--- config.mk ---
export PLATFORM = sky130hd
export DESIGN_NAME = rhli_cordic
export DESIGN_NICKNAME = d
export VERILOG_FILES = /design/src/rtl/core/rhli_pkg.sv /design/src/rtl/core/rhli_cordic.sv
export SDC_FILE = /design/constraint.sdc
export NUM_CORES = 2
export LEC_CHECK = 0
export ABC_CLOCK_PERIOD_IN_PS = 4700
export BUFFER_PORTS_ARGS = -buffer_cell sky130_fd_sc_hd__buf_2
export CAP_MARGIN = 25
export CELL_PAD_IN_SITES_DETAIL_PLACEMENT = 1
export CELL_PAD_IN_SITES_GLOBAL_PLACEMENT = 1
export CORE_ASPECT_RATIO = 0.7
export CORE_MARGIN = 2
export CORE_UTILIZATION = 47
export CTS_CLUSTER_DIAMETER = 200
export CTS_CLUSTER_SIZE = 8
export DETAILED_ROUTE_END_ITERATION = 6
export PLACE_DENSITY_LB_ADDON = 0.1
export SLEW_MARGIN = 25
export SYNTH_ARGS = -nofsm -noshare
export SYNTH_HDL_FRONTEND = slang
export SYNTH_SLANG_ARGS = --single-unit
--- constraint.sdc ---
create_clock -name clk_i -period 4.7 [get_ports clk_i]
set_clock_uncertainty 0.15 [all_clocks]
set_input_delay 0.47 -clock clk_i [delete_from_list [all_inputs] [get_ports clk_i]]
set_output_delay 0.47 -clock clk_i [all_outputs]
set_load 0.01 [all_outputs]
--- src/rtl/core/rhli_pkg.sv ---
// Shared constants, types and lookup tables for the RGB to hue/luma index unit.
package rhli_pkg;

  // CORDIC length; the arctangent table has 24 entries, so at most 24 steps run.
  localparam int CORDIC_STEPS = 16;
  localparam int ATAN_LEN     = 24;
  localparam int CORDIC_RUN   = (CORDIC_STEPS < ATAN_LEN) ? CORDIC_STEPS : ATAN_LEN;

  // Field widths.
  localparam int PIXEL_W = 24;
  localparam int CODE_W  = 8;
  localparam int CFG_W   = 16;
  localparam int LEVEL_W = 4;
  localparam int HUE_W   = 4;

  // Chroma widths: U in Q.16 fits 24 signed bits, V fits 25 signed bits.
  localparam int UW = 24;
  localparam int VW = 25;

  // CORDIC datapath widths: vector, angle accumulator, wrapped angle.
  localparam int XW      = 27;
  localparam int ZW      = 16;
  localparam int ANGLE_W = 17;

  // Luma weights; one luma level spans 16 * 1000 numerator units.
  localparam int Y_R       = 299;
  localparam int Y_G       = 587;
  localparam int Y_B       = 114;
  localparam int Y_DEN     = 1000;
  localparam int LUMA_STEP = 16000;

  // Chroma scaling: U = floor(du * 123 * 2^12 / 15625), V = floor(dv * 877 * 2^10 / 15625).
  // A bias keeps the numerator positive; it is removed again after the division.
  localparam int DIVISOR  = 15625;
  localparam int U_GAIN   = 123;
  localparam int V_GAIN   = 877;
  localparam int U_BIAS   = 32000000;   // 15625 * 2048
  localparam int V_BIAS   = 256000000;  // 15625 * 16384
  localparam int U_RECIP  = 17592186;   // floor(2^38 / 15625)
  localparam int V_RECIP  = 35184372;   // floor(2^39 / 15625)
  localparam int U_SHIFT  = 26;
  localparam int V_SHIFT  = 29;
  localparam int PU_W     = 26;
  localparam int PV_W     = 29;

  // Angles in 1/256 degree.
  localparam logic signed [ANGLE_W:0] HALF_TURN = 18'sd46080;
  localparam logic signed [ANGLE_W:0] FULL_TURN = 18'sd92160;

  // Configuration register indexes.
  typedef enum logic [0:0] {
    REG_SATURATION = 1'b0,
    REG_THRESHOLD  = 1'b1
  } rhli_reg_e;

  // Sideband that travels with each pixel through the CORDIC pipeline.
  typedef struct packed {
    logic               colored;
    logic [LEVEL_W-1:0] level;
  } rhli_side_t;

  // atan(2^-i) in 1/256 degree, rounded to nearest.
  function automatic logic signed [ZW-1:0] atan_entry(input int idx);
    logic signed [ZW-1:0] val;
    case (idx)
      0:       val = 16'sd11520;
      1:       val = 16'sd6801;
      2:       val = 16'sd3593;
      3:       val = 16'sd1824;
      4:       val = 16'sd916;
      5:       val = 16'sd458;
      6:       val = 16'sd229;
      7:       val = 16'sd115;
      8:       val = 16'sd57;
      9:       val = 16'sd29;
      10:      val = 16'sd14;
      11:      val = 16'sd7;
      12:      val = 16'sd4;
      13:      val = 16'sd2;
      14:      val = 16'sd1;
      default: val = 16'sd0;
    endcase
    return val;
  endfunction

  // Nearest hue table entry by linear distance. The bounds are the midpoints
  // between neighboring table angles; on a midpoint the lower index wins.
  function automatic logic [HUE_W-1:0] hue_select(input logic [ANGLE_W-1:0] a);
    logic [HUE_W-1:0] hue;
    if (a < 17'd8640) begin
      hue = 4'd6;
    end else if (a < 17'd14400) begin
      hue = 4'd5;
    end else if (a < 17'd20160) begin
      hue = 4'd4;
    end else if (a < 17'd25920) begin
      hue = 4'd3;
    end else if (a < 17'd31680) begin
      hue = 4'd2;
    end else if (a <= 17'd37440) begin
      hue = 4'd1;
    end else if (a < 17'd43200) begin
      hue = 4'd14;
    end else if (a < 17'd48960) begin
      hue = 4'd13;
    end else if (a < 17'd54720) begin
      hue = 4'd12;
    end else if (a < 17'd63360) begin
      hue = 4'd11;
    end else if (a < 17'd72000) begin
      hue = 4'd10;
    end else if (a < 17'd77760) begin
      hue = 4'd9;
    end else if (a < 17'd83520) begin
      hue = 4'd8;
    end else begin
      hue = 4'd7;
    end
    return hue;
  endfunction

endpackage

--- src/rtl/core/rhli_cordic.sv ---
// Pipelined vectoring CORDIC: angle of (U, V) in [0, 360) degrees, one stage per step.
module rhli_cordic (
  input  logic                                  clk_i,
  input  logic                                  rst_ni,
  input  logic                                  en_i,
  input  logic                                  valid_i,
  input  logic signed [rhli_pkg::UW-1:0]        u_i,
  input  logic signed [rhli_pkg::VW-1:0]        v_i,
  input  rhli_pkg::rhli_side_t                  side_i,
  output logic                                  valid_o,
  output logic [rhli_pkg::ANGLE_W-1:0]          angle_o,
  output rhli_pkg::rhli_side_t                  side_o
);

  localparam int N       = rhli_pkg::CORDIC_RUN;
  localparam int XW      = rhli_pkg::XW;
  localparam int ZW      = rhli_pkg::ZW;
  localparam int UW      = rhli_pkg::UW;
  localparam int VW      = rhli_pkg::VW;
  localparam int ANGLE_W = rhli_pkg::ANGLE_W;

  // Stage 0 holds the pre-rotated vector, stage i+1 the vector after step i.
  logic                        vld_q  [0:N];
  logic signed [XW-1:0]        x_q    [0:N];
  logic signed [XW-1:0]        y_q    [0:N];
  logic signed [ZW-1:0]        z_q    [0:N];
  logic                        base_q [0:N];
  rhli_pkg::rhli_side_t        side_q [0:N];

  logic signed [XW-1:0] x_d;
  logic signed [XW-1:0] y_d;
  logic                 base_d;
  logic signed [XW-1:0] u_ext;
  logic signed [XW-1:0] v_ext;

  // Left half plane: turn the vector by 180 degrees and remember it.
  always_comb begin
    u_ext = {{(XW-UW){u_i[UW-1]}}, u_i};
    v_ext = {{(XW-VW){v_i[VW-1]}}, v_i};
    if (u_i[UW-1]) begin
      x_d    = -u_ext;
      y_d    = -v_ext;
      base_d = 1'b1;
    end else begin
      x_d    = u_ext;
      y_d    = v_ext;
      base_d = 1'b0;
    end
  end

  always_ff @(posedge clk_i or negedge rst_ni) begin
    if (!rst_ni) begin
      vld_q[0] <= 1'b0;
    end else if (en_i) begin
      vld_q[0] <= valid_i;
    end
  end

  always_ff @(posedge clk_i) begin
    if (en_i) begin
      x_q[0]    <= x_d;
      y_q[0]    <= y_d;
      z_q[0]    <= '0;
      base_q[0] <= base_d;
      side_q[0] <= side_i;
    end
  end

  // One micro-rotation per stage, driving y toward zero.
  for (genvar i = 0; i < N; i++) begin : g_iter
    localparam logic signed [ZW-1:0] ATAN_I = rhli_pkg::atan_entry(i);

    logic signed [XW-1:0] xs;
    logic signed [XW-1:0] ys;
    logic signed [XW-1:0] xn_d;
    logic signed [XW-1:0] yn_d;
    logic signed [ZW-1:0] zn_d;

    assign xs = x_q[i] >>> i;
    assign ys = y_q[i] >>> i;

    always_comb begin
      if (!y_q[i][XW-1]) begin
        xn_d = x_q[i] + ys;
        yn_d = y_q[i] - xs;
        zn_d = z_q[i] + ATAN_I;
      end else begin
        xn_d = x_q[i] - ys;
        yn_d = y_q[i] + xs;
        zn_d = z_q[i] - ATAN_I;
      end
    end

    always_ff @(posedge clk_i or negedge rst_ni) begin
      if (!rst_ni) begin
        vld_q[i+1] <= 1'b0;
      end else if (en_i) begin
        vld_q[i+1] <= vld_q[i];
      end
    end

    always_ff @(posedge clk_i) begin
      if (en_i) begin
        x_q[i+1]    <= xn_d;
        y_q[i+1]    <= yn_d;
        z_q[i+1]    <= zn_d;
        base_q[i+1] <= base_q[i];
        side_q[i+1] <= side_q[i];
      end
    end
  end

  // Add the half turn where the vector was flipped and wrap into [0, 360).
  logic signed [ANGLE_W:0]  zsum;
  logic signed [ANGLE_W:0]  zwrap;
  logic [ANGLE_W-1:0]       angle_d;
  logic                     valid_q;
  logic [ANGLE_W-1:0]       angle_q;
  rhli_pkg::rhli_side_t     side_w_q;

  always_comb begin
    zsum = {{(ANGLE_W+1-ZW){z_q[N][ZW-1]}}, z_q[N]};
    if (base_q[N]) begin
      zsum = zsum + rhli_pkg::HALF_TURN;
    end
    if (zsum[ANGLE_W]) begin
      zwrap = zsum + rhli_pkg::FULL_TURN;
    end else begin
      zwrap = zsum;
    end
    angle_d = zwrap[ANGLE_W-1:0];
  end

  always_ff @(posedge clk_i or negedge rst_ni) begin
    if (!rst_ni) begin
      valid_q <= 1'b0;
    end else if (en_i) begin
      valid_q <= vld_q[N];
    end
  end

  always_ff @(posedge clk_i) begin
    if (en_i) begin
      angle_q  <= angle_d;
      side_w_q <= side_q[N];
    end
  end

  assign valid_o = valid_q;
  assign angle_o = angle_q;
  assign side_o  = side_w_q;

endmodule

**Word level (Yosys, flattened, before mapping)**

Memories as Yosys holds them, arrays and structs flattened. A register that Yosys moved wholly into a read port is not among the register bits.
Cells that the tools add are included.

- Div/mod/pow operators: 0
- Reductions and logical operators: 0
- Muxes and demuxes: 54
- Bitwise gates (word level): 0
- Add/subtract/negate cells: 97
- Shifts and indexed selects: 0
- Equality and inequality tests: 0
- Order comparisons: 0
- Multipliers: 0

Operators with widths:

| cell | count |
|---|---|
| 27-bit two-way mux | 34 |
| 16-bit two-way mux | 15 |
| 27-bit by 12-bit adder with 27-bit output | 2 |
| 27-bit by 13-bit adder with 27-bit output | 2 |
| 27-bit by 14-bit adder with 27-bit output | 2 |
| 27-bit by 15-bit adder with 27-bit output | 2 |
| 27-bit by 16-bit adder with 27-bit output | 2 |
| 27-bit by 17-bit adder with 27-bit output | 2 |
| 27-bit by 18-bit adder with 27-bit output | 2 |
| 27-bit by 19-bit adder with 27-bit output | 2 |
| 27-bit by 20-bit adder with 27-bit output | 2 |
| 27-bit by 21-bit adder with 27-bit output | 2 |
| 27-bit by 22-bit adder with 27-bit output | 2 |
| 27-bit by 23-bit adder with 27-bit output | 2 |
| 27-bit by 24-bit adder with 27-bit output | 2 |
| 27-bit by 25-bit adder with 27-bit output | 2 |
| 27-bit by 26-bit adder with 27-bit output | 2 |
| 27-bit by 12-bit subtractor with 27-bit output | 2 |
| 27-bit by 13-bit subtractor with 27-bit output | 2 |
| 27-bit by 14-bit subtractor with 27-bit output | 2 |
| 27-bit by 15-bit subtractor with 27-bit output | 2 |
| 27-bit by 16-bit subtractor with 27-bit output | 2 |
| 27-bit by 17-bit subtractor with 27-bit output | 2 |
| 27-bit by 18-bit subtractor with 27-bit output | 2 |
| 45 further kinds | 58 |

- Latch bits: 0
- Input port bits: 58
- Register bits: 35
- Logic and storage cells: 175
- Memories: 5
- Memory bits (writable): 1292
- Bits in read-only memories: 0

Memory list:

| name | words | bits a word | rd ports | clocked after memory_dff | wr ports | line | source |
|---|---|---|---|---|---|---|---|
| x_q | 17 | 27 | 16 | 0 | 17 | rhli_cordic.sv:24 | `logic signed [XW-1:0] x_q [0:N];` |
| y_q | 17 | 27 | 16 | 0 | 17 | rhli_cordic.sv:25 | `logic signed [XW-1:0] y_q [0:N];` |
| z_q | 17 | 16 | 17 | 0 | 17 | rhli_cordic.sv:26 | `logic signed [ZW-1:0] z_q [0:N];` |
| side_q | 17 | 5 | 17 | 1 | 17 | rhli_cordic.sv:28 | `rhli_pkg::rhli_side_t side_q [0:N];` |
| base_q | 17 | 1 | 17 | 0 | 17 | rhli_cordic.sv:27 | `logic base_q [0:N];` |

**Longest topological paths before layout**

An unclocked memory read counts as a cell.

- Depth after elaboration: 5
- Mapped depth: 22

**Worst setup path before layout**

Ideal clock, no wire load.

- Path type: reg2reg
- Start point: memory y_q[9][26], in the netlist y_q[0][269]
- End point: memory y_q[10][26], in the netlist y_q[0][296] (data pin)
- Clock period less this slack: 4.827 ns
- Arrival time: 4.417 ns
- Path slack: -0.127 ns
- Setup time: 0.259 ns
- Required time: 4.291 ns
- Stages on the path, launching flop included: 15
- Path through: edfxtp_1 buf_1 mux2_2 fa_1 a21o_1 a21o_1 a2111oi_4 o31a_2 o211ai_1 or4b_1 a31o_2 a221o_1 a221o_1 a21oi_1 xnor2_1

RTL lines:

| element | line |
|---|---|
| start, declared | rhli_cordic.sv:25 |

==> impl_metrics.yaml <==
status:
  status: "complete, no violations"
clock_network:
  clock_sinks: 1105
  clk_pin_slew_worst_paths_ns: 0.06
  cts_max_level: 4
  cts-root-buf: "clkbuf_16"
  cts_tree: "yes"
  cts_buffer_depth: 3
  cts_buffers: 156
  clkLatencyLatePin_ns: 0.85
layout:
  fin_util: 0.543
  drive_gt1_frac: 0.102
  nets: 10282
  area_delta_synth_final_pct: 14.6
timing:
  hold_violations: 0
  slew_violations: 0
  timing.final.crit_period_ns: 4.61
  min_period_over_period: 0.980
  slew_headroom: 0.343
  worst_pin_slew_ns: 0.979
  setup_violations: 0
  rsz0062_at_grt: "yes"
  fmax_mhz: 217
floorplanning:
  die_w_um: 513
  initial_core_util: 0.474
  io_pins: 81
  die_y_um: 360
  row_count: 130
  dieArea_sq_mm: 0.185
  coreArea_sq_mm: 0.180
logic_synthesis:
  synth_warnings: 0
  yosys-top-cells-count: "edfxtp_1, ha_1, nor2_1"
  ys_types: 82
  yosys.area.top_type: "edfxtp_1"
  synth_compound_area_frac: 0.168
  synthMuxAreaShare: 0.00825
  synthCells: 8565
  synth_top_family_by_area: "compound AO/OA/AOI/OAI gates"
  synth-simple-area-share: 0.127
  ys_seq_area_frac: 0.389
  synth_enable_flop_cells: 1087
  syn-mean-instance-area_sq_um: 9.93
  synthTopCellsByArea: "edfxtp_1, ha_1, xnor2_1, a21oi_1, xor2_1"
  synth_adder_area_share: 0.153
  synth_area_sq_mm: 0.0851
  synth_top_area_frac: 0.384
  synth.most_common_cell: "edfxtp_1"
  ys_ff_latch: 1105
  synth-xor-area-share: 0.128
  synthArstFlopShare: 0.0163
  synth_top_flop_cell: "edfxtp_1"
critical_path:
  crit_chain: "inv_1 > ha_1 > mux2_4 > fa_2 > a21o_1 > a21o_1 > a2111oi_4 > o31a_2 > o211ai_1 > or4b_1 > a31o_2 > a221o_1 > buf_4 > a21o_1 > a21oi_2 > xnor2_1"
  worst_r2r_path_depth: 16
  cp-start-kind: "flop"
  crit_path_end_kind: "flop"
  arrival_ns: 5.04
  required_ns: 5.14
  critical-path-slowest-cell: "or4b_1"
  crit_fanout: 4
  crit_top_cell: "a21o_1"
  crit_type: "flop to flop"
  critPathMaxStageDelay_ns: 0.54
routing:
  wl_per_cell_um: 22.1
  vias: 68000
  initialDrtViolationCount: 5260
  ant_nets: 0
  wl_um: 257000
  drc: 0
  drt_first_pass_iters: 6
  viasPerCell: 5.85
global_route:
  grt_util_all_layers: 0.274
  overflow: 0
  grt_first_pass_wirelength_um: 403000
  grt_max_degree: 112
  grt_pass1_vias: 70006
  antenna_found_initial: 3
place:
  dp_hpwl_um: 200000
  gp_congestion: 0.914
  io_buffers: 79
hold_path:
  whs_path_depth: 2
  hold_path_class: "input port to flop"
job:
  maxCapViolCount: 0
-- final cells by class --
type | count | area (sq um)
fill | 19851 | 82100
multi-input combinational | 6851 | 50400
sequential | 1105 | 33100
timing repair buffer | 607 | 4700
clock buffer | 172 | 3960
tap | 2376 | 2970
inverter | 489 | 1840
clock inverter | 16 | 459
antenna | 2 | 5.00
-- state kept, by name, summed over array words and instances, names as in the netlist --
name,flops
z_q,221
valid_o,1
y_q,379
x_q,364
base_q,17
vld_q,17
side_q,85
side_o,5
angle_o,16
-- stage by stage --
step / worst slack (ns) / hold slack, ns / cells / cell area, sq um / setup TNS, ns
6_report: 0.0941 / 0.189 / 11618 / 97500 / 0
2_1_floorplan: -0.0265 / 0.0244 / 8568 / 85100 / -0.0265
5_1_grt: -0.0596 / 0.150 / 11617 / 97500 / -0.261
3_3_place_gp: -0.0951 / 0.251 / 11316 / 91300 / -0.0951
4_1_cts: -0.00471 / 0.0246 / 11583 / 96500 / -0.00471
3_5_place_dp: -0.269 / 0.255 / 11316 / 91300 / -0.766
-- logic make-up after synthesis --
logic type,count (synthesis)
AO/OA/AOI/OAI,2257
XOR/XNOR,1243
adder cells (fa/ha/maj),1014
buffers and inverters,612
flip-flops,1105
multiplexers,65
other,1
AND/OR/NAND/NOR,2268
-- final timing paths --
kind                                             start                      to  slack (ns)
worst max-delay path             x_q[0][253]$_DFFE_PP_   y_q[0][294]$_DFFE_PP_        0.09
worst min-delay path                         side_i[4]  side_q[0][4]$_DFFE_PP_        0.19
worst max register to register   x_q[0][253]$_DFFE_PP_   y_q[0][294]$_DFFE_PP_        0.09
min in group asynchronous                       rst_ni     valid_o$_DFFE_PN0P_        0.67
worst min register to register  side_q[7][0]$_DFFE_PP_  side_q[8][0]$_DFFE_PP_        0.26
max in group asynchronous                       rst_ni    vld_q[6]$_DFFE_PN0P_        3.18
-- critical path: cells and delay by family, from the launching register on --
| kind | cells | cell delay, ns |
|---|---|---|
| AOI/OAI and AO/OA | 9 | 2.04 |
| DFF | 1 | 0.44 |
| and+or+nand+nor | 1 | 0.54 |
| xor gates and xnor gates | 1 | 0.08 |
| muxes | 1 | 0.29 |
| adders and majority gates | 2 | 0.58 |
| buffers and inverters | 2 | 0.25 |
-- timing repair --
action / in CTS / in global routing
gates cloned: 0 / 0
hold endpoints to repair: 75 / 2
endpoints found under the setup margin: 15 / 98
buffers inserted: 6 / 32
gates resized for setup: 16 / 154
hold buffers: 73 / 1
pin swaps: 6 / 37
-- cells in the final DEF, fill, tap and decap left out, types with 20 or more instances in the layout --
| master | synthesis | layout |
|---|---|---|
| o31ai_1 | 45 | 42 |
| mux2_2 | 41 | 40 |
| o21bai_1 | 96 | 96 |
| nor3_1 | 241 | 218 |
| dlygate4sd3_1 | 0 | 74 |
| buf_4 | 1 | 441 |
| a31oi_1 | 83 | 83 |
| buf_2 | 2 | 78 |
| xor2_1 | 404 | 404 |
| a211o_1 | 24 | 24 |
| nor3_2 | 0 | 20 |
| and3_1 | 97 | 96 |
| o21a_1 | 124 | 124 |
| nand3_1 | 118 | 118 |
| a21oi_1 | 811 | 797 |
| ha_1 | 973 | 969 |
| inv_1 | 484 | 483 |
| clkbuf_16 | 0 | 156 |
| nand2_1 | 374 | 374 |
| a211oi_1 | 42 | 38 |
| and2_1 | 55 | 55 |
| or3_1 | 49 | 48 |
| edfxtp_1 | 1087 | 1087 |
| o41ai_1 | 51 | 40 |
| fa_1 | 41 | 39 |
| or4_1 | 24 | 22 |
| o211ai_1 | 37 | 37 |
| a21boi_0 | 36 | 34 |
| mux2i_1 | 24 | 23 |
| o21ai_0 | 402 | 394 |
| nor2_1 | 849 | 834 |
| or2_2 | 38 | 38 |
| nand4_1 | 43 | 43 |
| nor2b_1 | 134 | 130 |
| xnor2_1 | 839 | 836 |
| nor4_1 | 59 | 47 |
| nand2b_1 | 124 | 123 |
| a21o_1 | 298 | 298 |
-- layer usage --
layer / routed length, um / share of wire / vias up / global-route usage
li1: - / - / 32493 / -
met1: 133000 / 0.52 / 33806 / 0.428
met2: 105000 / 0.41 / 1451 / 0.394
met3: 15200 / 0.059 / 250 / 0.0467
met4: 4070 / 0.016 / 0 / 0.0504
met5: 0 / 0 / - / 0
Power is not shown: default switching activity piles up to over one toggle a cycle in this logic, so the estimate is an artifact.
